**src/cor_pkg.sv**
```systemverilog
// Package for the midpoint circle rasterizer.
// Holds item and job struct types, opcode enum and fixed sizes; no dependencies.
package cor_pkg;

    localparam int DEC_BITS    = 14;
    localparam int PT_BITS     = 12;
    localparam int STEP_POINTS = 8;
    localparam int IDX_BITS    = 3;
    localparam int QUEUE_DEPTH = 2;
    localparam int QPTR_BITS   = 1;
    localparam int QCNT_BITS   = QPTR_BITS + 1;

    localparam logic [IDX_BITS-1:0]  LAST_IDX    = IDX_BITS'(STEP_POINTS - 1);
    localparam logic [QCNT_BITS-1:0] QUEUE_FULL  = QCNT_BITS'(QUEUE_DEPTH);
    localparam logic [DEC_BITS-1:0]  DEC_INIT    = DEC_BITS'(3);
    localparam logic [DEC_BITS-1:0]  DEC_INC_POS = DEC_BITS'(10);
    localparam logic [DEC_BITS-1:0]  DEC_INC_NEG = DEC_BITS'(6);

    typedef enum logic {
        OP_START = 1'b0,
        OP_STEP  = 1'b1
    } t_op;

    typedef struct packed {
        t_op        operation;
        logic [8:0] radius;
        logic [9:0] center_x;
        logic [9:0] center_y;
    } t_in_item;

    typedef struct packed {
        logic signed [PT_BITS-1:0] point_x;
        logic signed [PT_BITS-1:0] point_y;
        logic                      last_of_step;
        logic                      circle_done;
    } t_out_item;

    typedef struct packed {
        logic [PT_BITS-1:0] cx;
        logic [PT_BITS-1:0] cy;
        logic [PT_BITS-1:0] ox;
        logic [PT_BITS-1:0] oy;
        logic               done;
    } t_step_job;

endpackage

```
**src/circle_octant_rasterizer_top.sv**
```systemverilog
// Top level of the midpoint circle rasterizer.
// Instantiates cor_front, cor_queue and cor_back; depends on cor_pkg.
//
// A start item (operation 0) loads center and radius and produces nothing; a
// step item (operation 1) produces the eight mirrored points of the current
// octant position, one point per cycle while i_out_stall is low, the eighth
// flagged last_of_step and, for the final step of the circle, circle_done.
// Steps before a start or after the circle ends produce nothing. Items are
// taken one per cycle while the two-entry job queue has room; a point-producing
// step then keeps the single-port output sequencer busy until its eight points
// are out, so the sequencer sets the sustained rate of step items.
module circle_octant_rasterizer_top import cor_pkg::*; #(
    parameter int COORD_BITS = 10
) (
    input  logic      i_clk,
    input  logic      i_rst_n,
    input  logic      i_in_valid,
    output logic      o_in_stall,
    input  t_in_item  i_in_item,
    output logic      o_out_valid,
    input  logic      i_out_stall,
    output t_out_item o_out_item
);

    logic      push;
    logic      pop;
    logic      queue_full;
    logic      queue_valid;
    t_step_job front_job;
    t_step_job head_job;

    cor_front #(
        .COORD_BITS (COORD_BITS)
    ) u_front (
        .i_clk        (i_clk),
        .i_rst_n      (i_rst_n),
        .i_in_valid   (i_in_valid),
        .o_in_stall   (o_in_stall),
        .i_in_item    (i_in_item),
        .i_queue_full (queue_full),
        .o_push       (push),
        .o_job        (front_job)
    );

    cor_queue u_queue (
        .i_clk   (i_clk),
        .i_rst_n (i_rst_n),
        .i_push  (push),
        .i_job   (front_job),
        .i_pop   (pop),
        .o_full  (queue_full),
        .o_valid (queue_valid),
        .o_head  (head_job)
    );

    cor_back u_back (
        .i_clk       (i_clk),
        .i_rst_n     (i_rst_n),
        .i_job_valid (queue_valid),
        .i_job       (head_job),
        .o_pop       (pop),
        .o_out_valid (o_out_valid),
        .i_out_stall (i_out_stall),
        .o_out_item  (o_out_item)
    );

endmodule

```
**src/cor_front.sv**
```systemverilog
// Front end of the circle rasterizer: accepts items, keeps the octant walk state
// and pushes one job per emitting step. Depends on cor_pkg.
module cor_front import cor_pkg::*; #(
    parameter int COORD_BITS = 10
) (
    input  logic      i_clk,
    input  logic      i_rst_n,
    input  logic      i_in_valid,
    output logic      o_in_stall,
    input  t_in_item  i_in_item,
    input  logic      i_queue_full,
    output logic      o_push,
    output t_step_job o_job
);

    localparam int XW = COORD_BITS + 2;

    logic [COORD_BITS-1:0] r_offset_x, n_offset_x;
    logic [COORD_BITS-1:0] r_offset_y, n_offset_y;
    logic [COORD_BITS-1:0] r_center_x, n_center_x;
    logic [COORD_BITS-1:0] r_center_y, n_center_y;
    logic [DEC_BITS-1:0]   r_decision, n_decision;
    logic                  r_active, n_active;

    logic                  accept;
    logic                  step;
    logic                  in_range;
    logic                  d_pos;
    logic                  done;
    logic [DEC_BITS-1:0]   x_d;
    logic [DEC_BITS-1:0]   y_d;
    logic [DEC_BITS-1:0]   dec_pos;
    logic [DEC_BITS-1:0]   dec_neg;
    logic [XW-1:0]         x_wide;
    logic [XW-1:0]         y_wide;

    assign o_in_stall = i_queue_full;

    always_comb begin
        accept   = i_in_valid && !i_queue_full;
        step     = accept && (i_in_item.operation == OP_STEP) && r_active;
        in_range = r_offset_x <= r_offset_y;
        d_pos    = !r_decision[DEC_BITS-1] && (r_decision != '0);
        x_d      = DEC_BITS'(r_offset_x);
        y_d      = DEC_BITS'(r_offset_y);
        dec_pos  = r_decision + ((x_d - y_d) << 2) + DEC_INC_POS;
        dec_neg  = r_decision + (x_d << 2) + DEC_INC_NEG;
        x_wide   = XW'(r_offset_x);
        y_wide   = XW'(r_offset_y);
        done     = d_pos ? ((x_wide + XW'(2)) > y_wide) : (r_offset_x == r_offset_y);
        o_push   = step && in_range;
    end

    always_comb begin
        n_offset_x = r_offset_x;
        n_offset_y = r_offset_y;
        n_center_x = r_center_x;
        n_center_y = r_center_y;
        n_decision = r_decision;
        n_active   = r_active;
        if (accept && (i_in_item.operation == OP_START)) begin
            n_center_x = COORD_BITS'(i_in_item.center_x);
            n_center_y = COORD_BITS'(i_in_item.center_y);
            n_offset_x = '0;
            n_offset_y = COORD_BITS'(i_in_item.radius);
            n_decision = DEC_INIT - (DEC_BITS'(i_in_item.radius) << 1);
            n_active   = 1'b1;
        end else if (step) begin
            if (!in_range || done) begin
                n_active = 1'b0;
            end else begin
                n_offset_x = r_offset_x + COORD_BITS'(1);
                n_offset_y = d_pos ? (r_offset_y - COORD_BITS'(1)) : r_offset_y;
                n_decision = d_pos ? dec_pos : dec_neg;
            end
        end
    end

    always_comb begin
        o_job.cx   = PT_BITS'(r_center_x);
        o_job.cy   = PT_BITS'(r_center_y);
        o_job.ox   = PT_BITS'(r_offset_x);
        o_job.oy   = PT_BITS'(r_offset_y);
        o_job.done = done;
    end

    always_ff @(posedge i_clk) begin
        if (!i_rst_n) begin
            r_active <= 1'b0;
        end else begin
            r_active <= n_active;
        end
        r_offset_x <= n_offset_x;
        r_offset_y <= n_offset_y;
        r_center_x <= n_center_x;
        r_center_y <= n_center_y;
        r_decision <= n_decision;
    end

`ifndef ASSERT_OFF
    a_start_loads: assert property (@(posedge i_clk) disable iff (!i_rst_n)
        (i_in_valid && !o_in_stall && (i_in_item.operation == OP_START))
        |=> (r_active && (r_offset_x == '0)))
        else $error("start item did not load a fresh octant walk");
`endif

endmodule

```
**src/cor_queue.sv**
```systemverilog
// Short job queue between the front and back parts of the circle rasterizer.
// Depends on cor_pkg for the job type and depth.
module cor_queue import cor_pkg::*; (
    input  logic      i_clk,
    input  logic      i_rst_n,
    input  logic      i_push,
    input  t_step_job i_job,
    input  logic      i_pop,
    output logic      o_full,
    output logic      o_valid,
    output t_step_job o_head
);

    t_step_job             r_mem [QUEUE_DEPTH];
    logic [QPTR_BITS-1:0]  r_wr_ptr;
    logic [QPTR_BITS-1:0]  r_rd_ptr;
    logic [QCNT_BITS-1:0]  r_count;

    assign o_full  = r_count == QUEUE_FULL;
    assign o_valid = r_count != '0;
    assign o_head  = r_mem[r_rd_ptr];

    always_ff @(posedge i_clk) begin
        if (!i_rst_n) begin
            r_wr_ptr <= '0;
            r_rd_ptr <= '0;
            r_count  <= '0;
        end else begin
            if (i_push) begin
                r_wr_ptr <= r_wr_ptr + QPTR_BITS'(1);
            end
            if (i_pop) begin
                r_rd_ptr <= r_rd_ptr + QPTR_BITS'(1);
            end
            unique case ({i_push, i_pop})
                2'b10:   r_count <= r_count + QCNT_BITS'(1);
                2'b01:   r_count <= r_count - QCNT_BITS'(1);
                default: r_count <= r_count;
            endcase
        end
        if (i_push) begin
            r_mem[r_wr_ptr] <= i_job;
        end
    end

`ifndef ASSERT_OFF
    a_no_overflow: assert property (@(posedge i_clk) disable iff (!i_rst_n)
        i_push |-> !o_full)
        else $error("job pushed into a full queue");
    a_no_underflow: assert property (@(posedge i_clk) disable iff (!i_rst_n)
        i_pop |-> o_valid)
        else $error("job popped from an empty queue");
`endif

endmodule

```
**src/cor_back.sv**
```systemverilog
// Back end of the circle rasterizer: walks the eight mirrored points of each job
// into a registered output stage. Depends on cor_pkg.
module cor_back import cor_pkg::*; (
    input  logic      i_clk,
    input  logic      i_rst_n,
    input  logic      i_job_valid,
    input  t_step_job i_job,
    output logic      o_pop,
    output logic      o_out_valid,
    input  logic      i_out_stall,
    output t_out_item o_out_item
);

    logic [IDX_BITS-1:0] r_index;
    logic                r_out_valid;
    t_out_item           r_out_item;
    t_out_item           n_out_item;

    logic                advance;
    logic                last;
    logic [PT_BITS-1:0]  a;
    logic [PT_BITS-1:0]  b;

    always_comb begin
        advance = i_job_valid && (!r_out_valid || !i_out_stall);
        last    = r_index == LAST_IDX;
        a       = r_index[2] ? i_job.oy : i_job.ox;
        b       = r_index[2] ? i_job.ox : i_job.oy;
        n_out_item.point_x      = $signed((r_index[0] ^ r_index[1]) ? (i_job.cx - a)
                                                                    : (i_job.cx + a));
        n_out_item.point_y      = $signed(r_index[0] ? (i_job.cy - b) : (i_job.cy + b));
        n_out_item.last_of_step = last;
        n_out_item.circle_done  = last && i_job.done;
        o_pop   = advance && last;
    end

    assign o_out_valid = r_out_valid;
    assign o_out_item  = r_out_item;

    always_ff @(posedge i_clk) begin
        if (!i_rst_n) begin
            r_index     <= '0;
            r_out_valid <= 1'b0;
        end else begin
            if (advance) begin
                r_index     <= r_index + IDX_BITS'(1);
                r_out_valid <= 1'b1;
            end else if (!i_out_stall) begin
                r_out_valid <= 1'b0;
            end
        end
        if (advance) begin
            r_out_item <= n_out_item;
        end
    end

`ifndef ASSERT_OFF
    a_done_is_last: assert property (@(posedge i_clk) disable iff (!i_rst_n)
        (o_out_valid && o_out_item.circle_done) |-> o_out_item.last_of_step)
        else $error("circle end flagged on a point that does not close a step");
    a_index_holds: assert property (@(posedge i_clk) disable iff (!i_rst_n)
        !advance |=> $stable(r_index))
        else $error("point index moved without a point being produced");
`endif

endmodule
```
**config.mk**
```make
export PLATFORM = sky130hd
export DESIGN_NAME = circle_octant_rasterizer_top
export DESIGN_NICKNAME = d
export VERILOG_FILES = /design/src/cor_pkg.sv /design/src/circle_octant_rasterizer_top.sv /design/src/cor_front.sv /design/src/cor_queue.sv /design/src/cor_back.sv
export SDC_FILE = /design/constraint.sdc
export NUM_CORES = 1
export LEC_CHECK = 0
export BUFFER_PORTS_ARGS = -buffer_cell sky130_fd_sc_hd__buf_2
export CORE_AREA = 4 4 165 167
export DETAILED_ROUTE_END_ITERATION = 6
export DIE_AREA = 0 0 169 171
export GPL_ROUTABILITY_DRIVEN = 0
export SLEW_MARGIN = 30
export SYNTH_ARGS = -nofsm -noshare
export SYNTH_HDL_FRONTEND = slang
export SYNTH_SLANG_ARGS = --single-unit
```
**constraint.sdc**
```tcl
create_clock -name i_clk -period 9.3 [get_ports i_clk]
set_clock_uncertainty 0.05 [all_clocks]
set_input_delay 2.79 -clock i_clk [delete_from_list [all_inputs] [get_ports i_clk]]
set_output_delay 2.79 -clock i_clk [all_outputs]
set_load 0.1 [all_outputs]
```
==> flow_metrics.env, run 1 <==
export IMPL_outcome="complete, no violations"
export IMPL_ir_worst_vdd_uv=80.5
export IMPL_drt_wl_total_mm=21.3
export IMPL_clkTransAtPathRegs_ns=0.08
export IMPL_cts_resized=0
export IMPL_clockBufferDepth=2
export IMPL_worstPathArrival_ns=5.01
export IMPL_p_seq_share_pct=46.0
export IMPL_cp_slowest_cell="clkinv_2"
export IMPL_port_buffers=61
export IMPL_initial_core_util_pct=39.4
export IMPL_endpoint="u_front.r_decision[13]$_DFFE_PP_"
export IMPL_nNetsFinal=1066
export IMPL_drc=0
export IMPL_place_inst=1252
export IMPL_powerDensity_mw_per_mm2=168
export IMPL_rsz0062_at_grt="false"
export IMPL_hold_path_startpoint="u_front.r_center_y[6]$_DFFE_PP_"
export IMPL_crit_path_end_kind="flip-flop"
export IMPL_reg2regPathDepth=17
export IMPL_postSynth_asyncResetShare_pct=0
export IMPL_grt_pass1_vias=6623
export IMPL_pwr_share_clk_pct=37.6
export IMPL_clock_sinks=171
export IMPL_drtIter0Drc=424
export IMPL_dp_slack_ns=4.20
export IMPL_layout_cells_non_filler=1284
export IMPL_clkLatencyLatePin_ns=0.43
export IMPL_io_pin_count=62
export IMPL_hold_viol=0
export IMPL_finalCriticalPeriod_ns=4.79
export IMPL_critical_path_max_fanout=49
export IMPL_worst_hold_path_type="reg2reg"
export IMPL_ctsHtreeMaxLevel=4
export IMPL_finalSetupViolations=0
export IMPL_synthToLayoutAreaGrowth_pct=12.9
export IMPL_dpl_hpwl_mm=15.5
export IMPL_fin_ws_ns=4.51
export IMPL_routedWlPerCell_um=16.6
export IMPL_ys_flop_type="edfxtp_1"
export IMPL_coreArea_mm2=0.0258
export IMPL_r2r_slack_ns=5.07
export IMPL_max_freq_mhz=209
export IMPL_hold_buffers=0
export IMPL_tns_ns=0
export IMPL_worstSetupStartpointType="primary input"
export IMPL_r2r_start="u_front.r_offset_x[0]$_SDFFE_PP0P_"
export IMPL_tightestPinTransition_ns=0.885
export IMPL_antenna_found_initial=0
export IMPL_firstDrtPassIters=5
export IMPL_rows=59
export IMPL_cts_tree="built"
export IMPL_power_switching_mw=0.540
export IMPL_regToRegEndpoint="u_front.r_decision[13]$_DFFE_PP_"
export IMPL_max_cap_violations=0
export IMPL_grt_pass1_wl_mm=34.6
export IMPL_cp_cell_sequence="buf_2 -> nor2b_1 -> nand2b_1 -> buf_4 -> clkinv_2 -> or3_1 -> o221ai_1"
export IMPL_switching_share_pct=28.1
export IMPL_diodes=0
export IMPL_drive_gt1_share_pct=15.9
export IMPL_synth_warnings=0
export IMPL_post_cts_buffers=0
export IMPL_pwr_share_comb_pct=16.4
export IMPL_num_vias=6713
export IMPL_syn_area_per_cell_um2=11.7
export IMPL_timing_hold_ws_ns=0.396
export IMPL_track_usage_pct=15.1
export IMPL_required_ns=9.52
export IMPL_synth_seq_cells=171
export IMPL_synth_area_mm2=0.0102
export IMPL_globalRoute_totalOverflow=0
export IMPL_die_y_um=171
export IMPL_period_share_pct=51.5
export IMPL_whs_path_depth=0
export IMPL_synth_nets=998
export IMPL_synth_edff_count=150
export IMPL_critPathMaxStageDelay_ns=0.74
export IMPL_p_int_mw=1.38
export IMPL_maxSlewHeadroom_pct=40.9
export IMPL_ant_nets=0
export IMPL_grt_max_degree=50
export IMPL_syn_inst=868
export IMPL_die_x_um=169
export IMPL_ys_types=63
export IMPL_critPathLaunch="i_in_valid"
export IMPL_worstSetupPathType="in2reg"
export IMPL_clock_tree_root_cell="clkbuf_16"
export IMPL_numCtsBuffers=17
export IMPL_slew_viol_final=0
export IMPL_yosysSeqAreaShare_pct=48.5
export IMPL_leakage_nw=4.48
export IMPL_routed_via_density=5.23
export IMPL_die_area_mm2=0.0289
[synthesized netlist by cell type, drive strengths merged, types with 6 or more instances]
cell	n	share of area, %
a211oi	11	0.86
a21o	13	0.96
a21oi	45	2.2
and2	9	0.55
buf	10	0.67
clkbuf	11	0.42
dfxtp	21	4.1
edfxtp	150	44
ha	91	11
inv	49	1.8
mux2	27	3.0
mux2i	27	2.7
mux4	10	2.4
nand2	51	1.9
nand2b	11	0.68
nand3	13	0.64
nand4	12	0.74
nor2	55	2.1
nor2b	12	0.74
nor3	11	0.54
nor4	6	0.37
o211ai	7	0.52
o21a	11	0.81
o21ai	50	2.5
or3	6	0.42
xnor2	50	4.3
xor2	25	2.2
[how the worst min path moves through the flow]
stage	slack [ns]	to
2_1_floorplan	0.37	u_queue.r_mem[0][21]$_DFFE_PP_
3_3_place_gp	0.37	u_queue.r_mem[1][31]$_DFFE_PP_
3_5_place_dp	0.38	u_queue.r_mem[1][22]$_DFFE_PP_
4_1_cts	0.40	u_queue.r_mem[1][31]$_DFFE_PP_
5_1_grt	0.40	u_queue.r_mem[0][31]$_DFFE_PP_
6_report	0.40	u_queue.r_mem[0][27]$_DFFE_PP_
[metrics by stage]
stage | area (um^2) | power (mW) | util, %
4_1_cts | 11500 | 1.94 | 44.5
6_report | 11500 | 1.92 | 44.5
5_1_grt | 11500 | 2.02 | 44.5
2_1_floorplan | 10200 | 1.14 | -
3_3_place_gp | 10900 | 1.21 | 42.1
3_5_place_dp | 10900 | 1.22 | 42.2
[power groups by stage]
stage	logic, mW	registers [mW]	clock network, mW
floorplan	0.222	0.918	0
global placement	0.311	0.901	0
detailed placement	0.314	0.902	0
CTS	0.316	0.885	0.739
global route	0.359	0.887	0.775
finish	0.314	0.884	0.723
[layout make-up]
type                       count  area [um^2]
clock buffer                  17          425
timing repair buffer          70          380
sequential                   171         4930
inverter                      49          185
tap                          335          419
multi-input combinational    627         4960
clock inverter                15          171
fill                        2398        14300
[worst max-delay path, delay by kind of cell]
family | cells | cell delay [ns]
buffers and inverters | 3 | 1.17
AOI/OAI and AO/OA | 1 | 0.20
and+or+nand+nor | 3 | 0.83
[per-layer routing]
metal  global-route usage, %  vias up  wire [um]
met1                    20.0     3202      10100
met5                       0        -          0
met2                    26.1      100      10500
met3                    2.20       17        587
li1                        -     3394          -
met4                    4.03        0        241
[cells by family after synthesis]
kind of cell / count (synthesis) / synth area share [%]
and+or+nand+nor: 206 / 10.1
AOI/OAI and AO/OA: 186 / 11.8
DFF: 171 / 48.5
adders and majority gates: 96 / 12.2
xor gates and xnor gates: 75 / 6.47
buffers and inverters: 70 / 2.90
muxes: 64 / 8.06
[layout by cell type, fill, tap and decap left out, types with 13 or more instances in the layout]
cell type  synthesis  final
clkbuf_16          0     17
a21o_1            13     13
dfxtp_1           21     20
nor2_1            54     53
mux2_2            27     27
inv_1             48     47
mux2i_1           26     26
o21ai_0           50     49
nand3_1           13     13
buf_2              6     61
edfxtp_1         150    150
nand2_1           51     51
xnor2_1           50     50
a21oi_1           45     44
xor2_1            25     25
ha_1              91     91
[flip-flops by register name (all words and copies together) (netlist names), named ones only]
signal              count
u_queue.r_mem          82
u_back.o_out_item      26
u_front.r_decision     13
u_front.r_center_x     10
u_front.r_center_y     10
u_front.r_offset_x     10
u_front.r_offset_y     10
u_back.r_index          3
u_queue.r_count         2
u_back.o_out_valid      1
u_front.r_active        1
u_queue.r_rd_ptr        1
u_queue.r_wr_ptr        1
(Power assumes the default switching activity.)
==> run 2, diff against run 1 <==
- clock period: 9.3 -> 3.8 ns (I/O delays scaled with it)
==> run 2 against run 1 <==
  * Worst hold slack improved by 0.0066 ns
  * Via count rose by 2.3%
  * Sequential share of layout area fell by 1.3 points
  * Wire length rose by 2.9%
  * First-iteration DRC count fell by 9.4%
  * Die area did not move
  * Largest power group unchanged
  * Setup slack got worse by 4.4 ns
==> flow_metrics.env, run 2 (same netlist as run 1, synthesis figures left out) <==
export IMPL_cp_slowest_cell="or4_1"
export IMPL_grt_pass1_wl_mm=35.5
export IMPL_clock_sinks=171
export IMPL_place_inst=1286
export IMPL_antenna_found_initial=0
export IMPL_period_share_pct=96.1
export IMPL_drc=0
export IMPL_finalSetupViolations=0
export IMPL_ant_nets=0
export IMPL_diodes=0
export IMPL_drt_wl_total_mm=22.0
export IMPL_ctsHtreeMaxLevel=4
export IMPL_crit_path_end_kind="flip-flop"
export IMPL_fin_area_mm2=0.0118
export IMPL_slew_viol_final=0
export IMPL_dpl_hpwl_mm=16.5
export IMPL_numCtsBuffers=17
export IMPL_fillers=2373
export IMPL_grt_pass1_vias=6756
export IMPL_die_x_um=169
export IMPL_die_y_um=171
export IMPL_hold_buffers=0
export IMPL_finalCriticalPeriod_ns=3.65
export IMPL_die_area_mm2=0.0289
export IMPL_clock_tree_root_cell="clkbuf_16"
export IMPL_cpLargestDelayFamily="compound AO/OA/AOI/OAI gates"
export IMPL_synthToLayoutAreaGrowth_pct=16.5
export IMPL_ir_worst_vdd_uv=307
export IMPL_track_usage_pct=15.4
export IMPL_worst_hold_path_type="reg2reg"
export IMPL_worstSetupPathType="reg2reg"
export IMPL_coreArea_mm2=0.0258
export IMPL_maxSlewHeadroom_pct=56.3
export IMPL_hold_viol=0
export IMPL_drive_gt1_share_pct=20.2
export IMPL_cts_tree="built"
export IMPL_routed_via_density=5.20
export IMPL_grt_max_degree=43
export IMPL_final_util_pct=45.9
export IMPL_firstDrtPassIters=4
export IMPL_clockBufferDepth=2
export IMPL_port_buffers=61
export IMPL_layout_commonest_cell="edfxtp_1"
export IMPL_layout_cells_non_filler=1320
export IMPL_critical_path_max_fanout=5
export IMPL_nNetsFinal=1102
export IMPL_max_freq_mhz=274
export IMPL_drtIter0Drc=384
export IMPL_regMostFlops="u_queue.r_mem"
export IMPL_max_cap_violations=0
export IMPL_required_ns=3.88
export IMPL_io_pin_count=62
export IMPL_worstPathArrival_ns=3.73
export IMPL_final_cell_mix="150 x edfxtp_1, 85 x ha_1, 61 x buf_2, 53 x nor2_1, 51 x nand2_1"
export IMPL_leakage_nw=4.66
export IMPL_powerDensity_mw_per_mm2=399
export IMPL_critPathMaxStageDelay_ns=0.52
export IMPL_placed_cell_area_mm2=0.0112
export IMPL_globalRoute_totalOverflow=0
export IMPL_clkTransAtPathRegs_ns=0.08
export IMPL_rows=59
export IMPL_rsz0062_at_grt="false"
export IMPL_routedWlPerCell_um=16.6
export IMPL_initial_core_util_pct=39.4
export IMPL_worstSetupStartpointType="flip-flop"
export IMPL_clkLatencyLatePin_ns=0.44
export IMPL_num_vias=6869
export IMPL_largest_reg_flops=82
export IMPL_tightestPinTransition_ns=0.649
export IMPL_cp_cell_sequence="inv_1 -> ha_4 -> or4_1 -> o21ai_0 -> a21o_1 -> xnor2_1 -> ha_1 -> ha_1 -> a21o_1 -> a41oi_2 -> a21oi_2 -> xnor2_1 -> o221ai_1"
export IMPL_crit_buf_inv=1
export IMPL_outcome="complete, no violations"
-- run 2: cell count changes in the layout (fill, tap and decap cells not counted), sizes merged --
cell | before | now
clkinvlp | 1 | 2
buf | 70 | 106
clkbuf | 17 | 18
inv | 58 | 56
-- run 2: routing by layer --
| metal | global-route usage [%] | part of all wire (%) | vias to the layer above | wire (um) |
|---|---|---|---|---|
| li1 | - | - | 3457 | - |
| met1 | 19.3 | 46 | 3283 | 10200 |
| met2 | 27.3 | 49 | 101 | 10800 |
| met3 | 2.80 | 2.8 | 28 | 615 |
| met4 | 4.45 | 1.5 | 0 | 327 |
| met5 | 0 | 0 | - | 0 |
-- run 2: worst reg2reg max path, stage by stage, from the launching register on --
cell and delay (ns):
edfxtp_1 0.46, inv_1 0.17, ha_4 0.24, or4_1 0.52, o21ai_0 0.12, a21o_1 0.17
xnor2_1 0.14, ha_1 0.26, ha_1 0.36, a21o_1 0.22, a41oi_2 0.22, a21oi_2 0.09
xnor2_1 0.20, o221ai_1 0.15
-- run 2: path summary, 6_finish.rpt --
check / start / slack (ns) / cells past startpoint / endpoint
worst max-delay path: u_front.r_offset_y[5]$_DFFE_PP_ / 0.15 / 13 / u_front.r_decision[13]$_DFFE_PP_
worst min-delay path: u_front.r_center_x[3]$_DFFE_PP_ / 0.40 / 0 / u_queue.r_mem[1][34]$_DFFE_PP_
worst max register to register: u_front.r_offset_y[5]$_DFFE_PP_ / 0.15 / 13 / u_front.r_decision[13]$_DFFE_PP_
worst min register to register: u_front.r_center_x[3]$_DFFE_PP_ / 0.40 / 0 / u_queue.r_mem[1][34]$_DFFE_PP_
-- run 2: metrics by stage --
step	worst slack [ns]	power, mW	setup TNS (ns)	hold slack (ns)
finish	0.147	4.72	0	0.403
global route	0.00376	4.96	0	0.412
CTS	0.00463	4.75	0	0.401
detailed placement	-0.0772	3.02	-0.0772	0.382
global placement	0.0857	3.00	0	0.377
floorplan	0.0328	2.79	0	0.371
-- run 2: what timing repair did --
action                                  CTS  global route
endpoints found under the setup margin    1            22
endpoints found under the hold margin     0             0
cloned                                    0             0
resized for setup                         2            17
setup buffers                             0             2
pin swaps                                 0             4
-- run 2: area by class of cell --
cell class                 count  area, um^2  share of cell area, %
clock buffer                  18         429                   3.63
inverter                      49         184                   1.55
multi-input combinational    627        5030                   42.5
clock inverter                14         155                   1.31
tap                          335         419                   3.54
sequential                   171        4930                   41.7
timing repair buffer         106         684                   5.78
-- run 2: where the power goes --
| group | internal [mW] | switching, mW | total, mW |
|---|---|---|---|
| sequential | 2.12 | 0.0341 | 2.16 |
| combinational | 0.359 | 0.490 | 0.849 |
| clock | 0.932 | 0.784 | 1.72 |
| total | 3.42 | 1.31 | 4.72 |
==> run 3, diff against run 2 <==
==> constraint.sdc (replaced) <==
create_clock -name i_clk -period 3.8 [get_ports i_clk]
set_clock_uncertainty 0.05 [all_clocks]
set_input_delay 0.38 -clock i_clk [delete_from_list [all_inputs] [get_ports i_clk]]
set_output_delay 0.38 -clock i_clk [all_outputs]
set_load 0.1 [all_outputs]
==> run 3 against run 2 <==
  * Sequential cell count did not move
  * Combinational power down 3.1%
  * Via count rose by 0.20%
  * First-iteration DRC count is 4.7% higher
  * Utilization down 0.20 points
  * Power fell by 1.8%
  * Global-route usage down 0.12 points
  * Sequential share of layout area rose by 0.18 points
  * Worst hold slack lost 0.33 ns
  * Setup slack improved by 0.0068 ns
  * Critical path type unchanged
  * Highest routed layer is now met5
==> flow_metrics.env, run 3 (same netlist as run 1, synthesis figures left out) <==
export IMPL_hold_viol=0
export IMPL_timing_hold_ws_ns=0.0770
export IMPL_num_vias=6883
export IMPL_dpl_hpwl_mm=16.2
export IMPL_drc=0
export IMPL_grt_pass1_wl_mm=34.9
export IMPL_p_total_mw=4.64
export IMPL_drtIter0Drc=402
export IMPL_finalCriticalPeriod_ns=3.65
export IMPL_rows=59
export IMPL_period_share_pct=96.0
export IMPL_ir_worst_vdd_uv=317
export IMPL_port_buffers=61
export IMPL_clock_sinks=171
export IMPL_placed_cell_area_mm2=0.0112
export IMPL_fillers=2376
export IMPL_firstDrtPassIters=5
export IMPL_track_usage_pct=15.3
export IMPL_die_x_um=169
export IMPL_worstPathArrival_ns=3.78
export IMPL_routed_via_density=5.21
export IMPL_regMostFlops="u_queue.r_mem"
export IMPL_r2r_slack_ns=0.15
export IMPL_nNetsFinal=1103
export IMPL_fin_area_mm2=0.0118
export IMPL_coreArea_mm2=0.0258
export IMPL_clkTransAtPathRegs_ns=0.07
export IMPL_required_ns=3.93
export IMPL_die_area_mm2=0.0289
export IMPL_ant_nets=0
export IMPL_globalRoute_totalOverflow=0
export IMPL_hold_buffers=0
export IMPL_io_pin_count=62
export IMPL_synthToLayoutAreaGrowth_pct=16.0
export IMPL_finalSetupViolations=0
export IMPL_initial_core_util_pct=39.4
export IMPL_clkLatencyLatePin_ns=0.43
export IMPL_ctsHtreeMaxLevel=4
export IMPL_fin_ws_ns=0.154
export IMPL_max_cap_violations=0
export IMPL_tightestPinTransition_ns=0.773
export IMPL_numCtsBuffers=17
export IMPL_largest_reg_flops=82
export IMPL_die_y_um=171
export IMPL_slew_viol_final=0
export IMPL_powerDensity_mw_per_mm2=394
export IMPL_clockBufferDepth=2
export IMPL_outcome="complete, no violations"
export IMPL_antenna_found_initial=1
export IMPL_grt_max_degree=42
export IMPL_clock_tree_root_cell="clkbuf_16"
export IMPL_final_util_pct=45.7
export IMPL_worst_hold_path_type="in2reg"
export IMPL_crit_path_end_kind="flip-flop"
export IMPL_routedWlPerCell_um=16.4
export IMPL_rsz0062_at_grt="true"
export IMPL_diodes=0
export IMPL_final_cell_mix="150 x edfxtp_1, 90 x ha_1, 61 x buf_2, 53 x nor2_1, 51 x nand2_1"
export IMPL_cts_tree="built"
export IMPL_maxSlewHeadroom_pct=48.4
export IMPL_worstSetupPathType="reg2reg"
export IMPL_leakage_nw=4.65
export IMPL_drt_wl_total_mm=21.7
export IMPL_worstSetupStartpointType="flip-flop"
export IMPL_grt_pass1_vias=6845
export IMPL_critical_path_max_fanout=9
export IMPL_drive_gt1_share_pct=19.5
export IMPL_max_freq_mhz=274
export IMPL_layout_commonest_cell="edfxtp_1"
export IMPL_dp_slack_ns=0.0228
run 3: path summary, 6_finish.rpt:
kind,from,to,depth (start not counted)
min reg2reg,u_front.r_center_x[4]$_DFFE_PP_,u_queue.r_mem[1][35]$_DFFE_PP_,0
max reg2reg,flip-flop,u_back.o_out_item[13]$_DFFE_PP_,11
max,flip-flop,u_back.o_out_item[13]$_DFFE_PP_,11
min,i_in_item[6],u_front.r_center_y[6]$_DFFE_PP_,1
run 3: final cells by class:
type                       instances  area (um^2)  share of cell area (%)
multi-input combinational        627         4990                    42.3
sequential                       171         4930                    41.8
timing repair buffer             107          704                    5.98
clock buffer                      19          443                    3.76
tap                              335          419                    3.56
inverter                          49          184                    1.56
clock inverter                    12          118                   0.998
run 3: metal layers:
metal,track usage (%),up-vias,share of wire [%]
li1,-,3470,-
met1,19.7,3292,47
met2,26.4,97,48
met3,2.91,22,3.4
met4,4.41,2,1.4
met5,0,-,0.032
run 3: power by group:
group	total [mW]	switching (mW)	internal [mW]
logic	0.823	0.477	0.346
clock network	1.66	0.733	0.923
registers	2.16	0.0344	2.13
run 3: through the flow:
| step | cells | setup TNS (ns) |
|---|---|---|
| 2_1_floorplan | 868 | 0 |
| 3_3_place_gp | 1288 | 0 |
| 3_5_place_dp | 1288 | 0 |
| 4_1_cts | 1319 | 0 |
| 5_1_grt | 1320 | -0.0106 |
| 6_report | 1320 | 0 |
run 3: critical path, cell delays in order (launching register included):
cell,delay (ns)
dfxtp_4,0.41
buf_4,0.23
mux4_2,0.60
or3_4,0.38
o21ai_0,0.21
xnor2_1,0.09
ha_1,0.24
or4_1,0.51
o211ai_1,0.28
a211oi_2,0.12
xnor2_1,0.14
and2_1,0.15
run 3: timing repair:
item / in CTS / in global routing
pin swaps: 0 / 1
gates resized for setup: 1 / 10
endpoints found under the hold margin: 0 / 0
buffers inserted: 0 / 1
endpoints found under the setup margin: 1 / 9
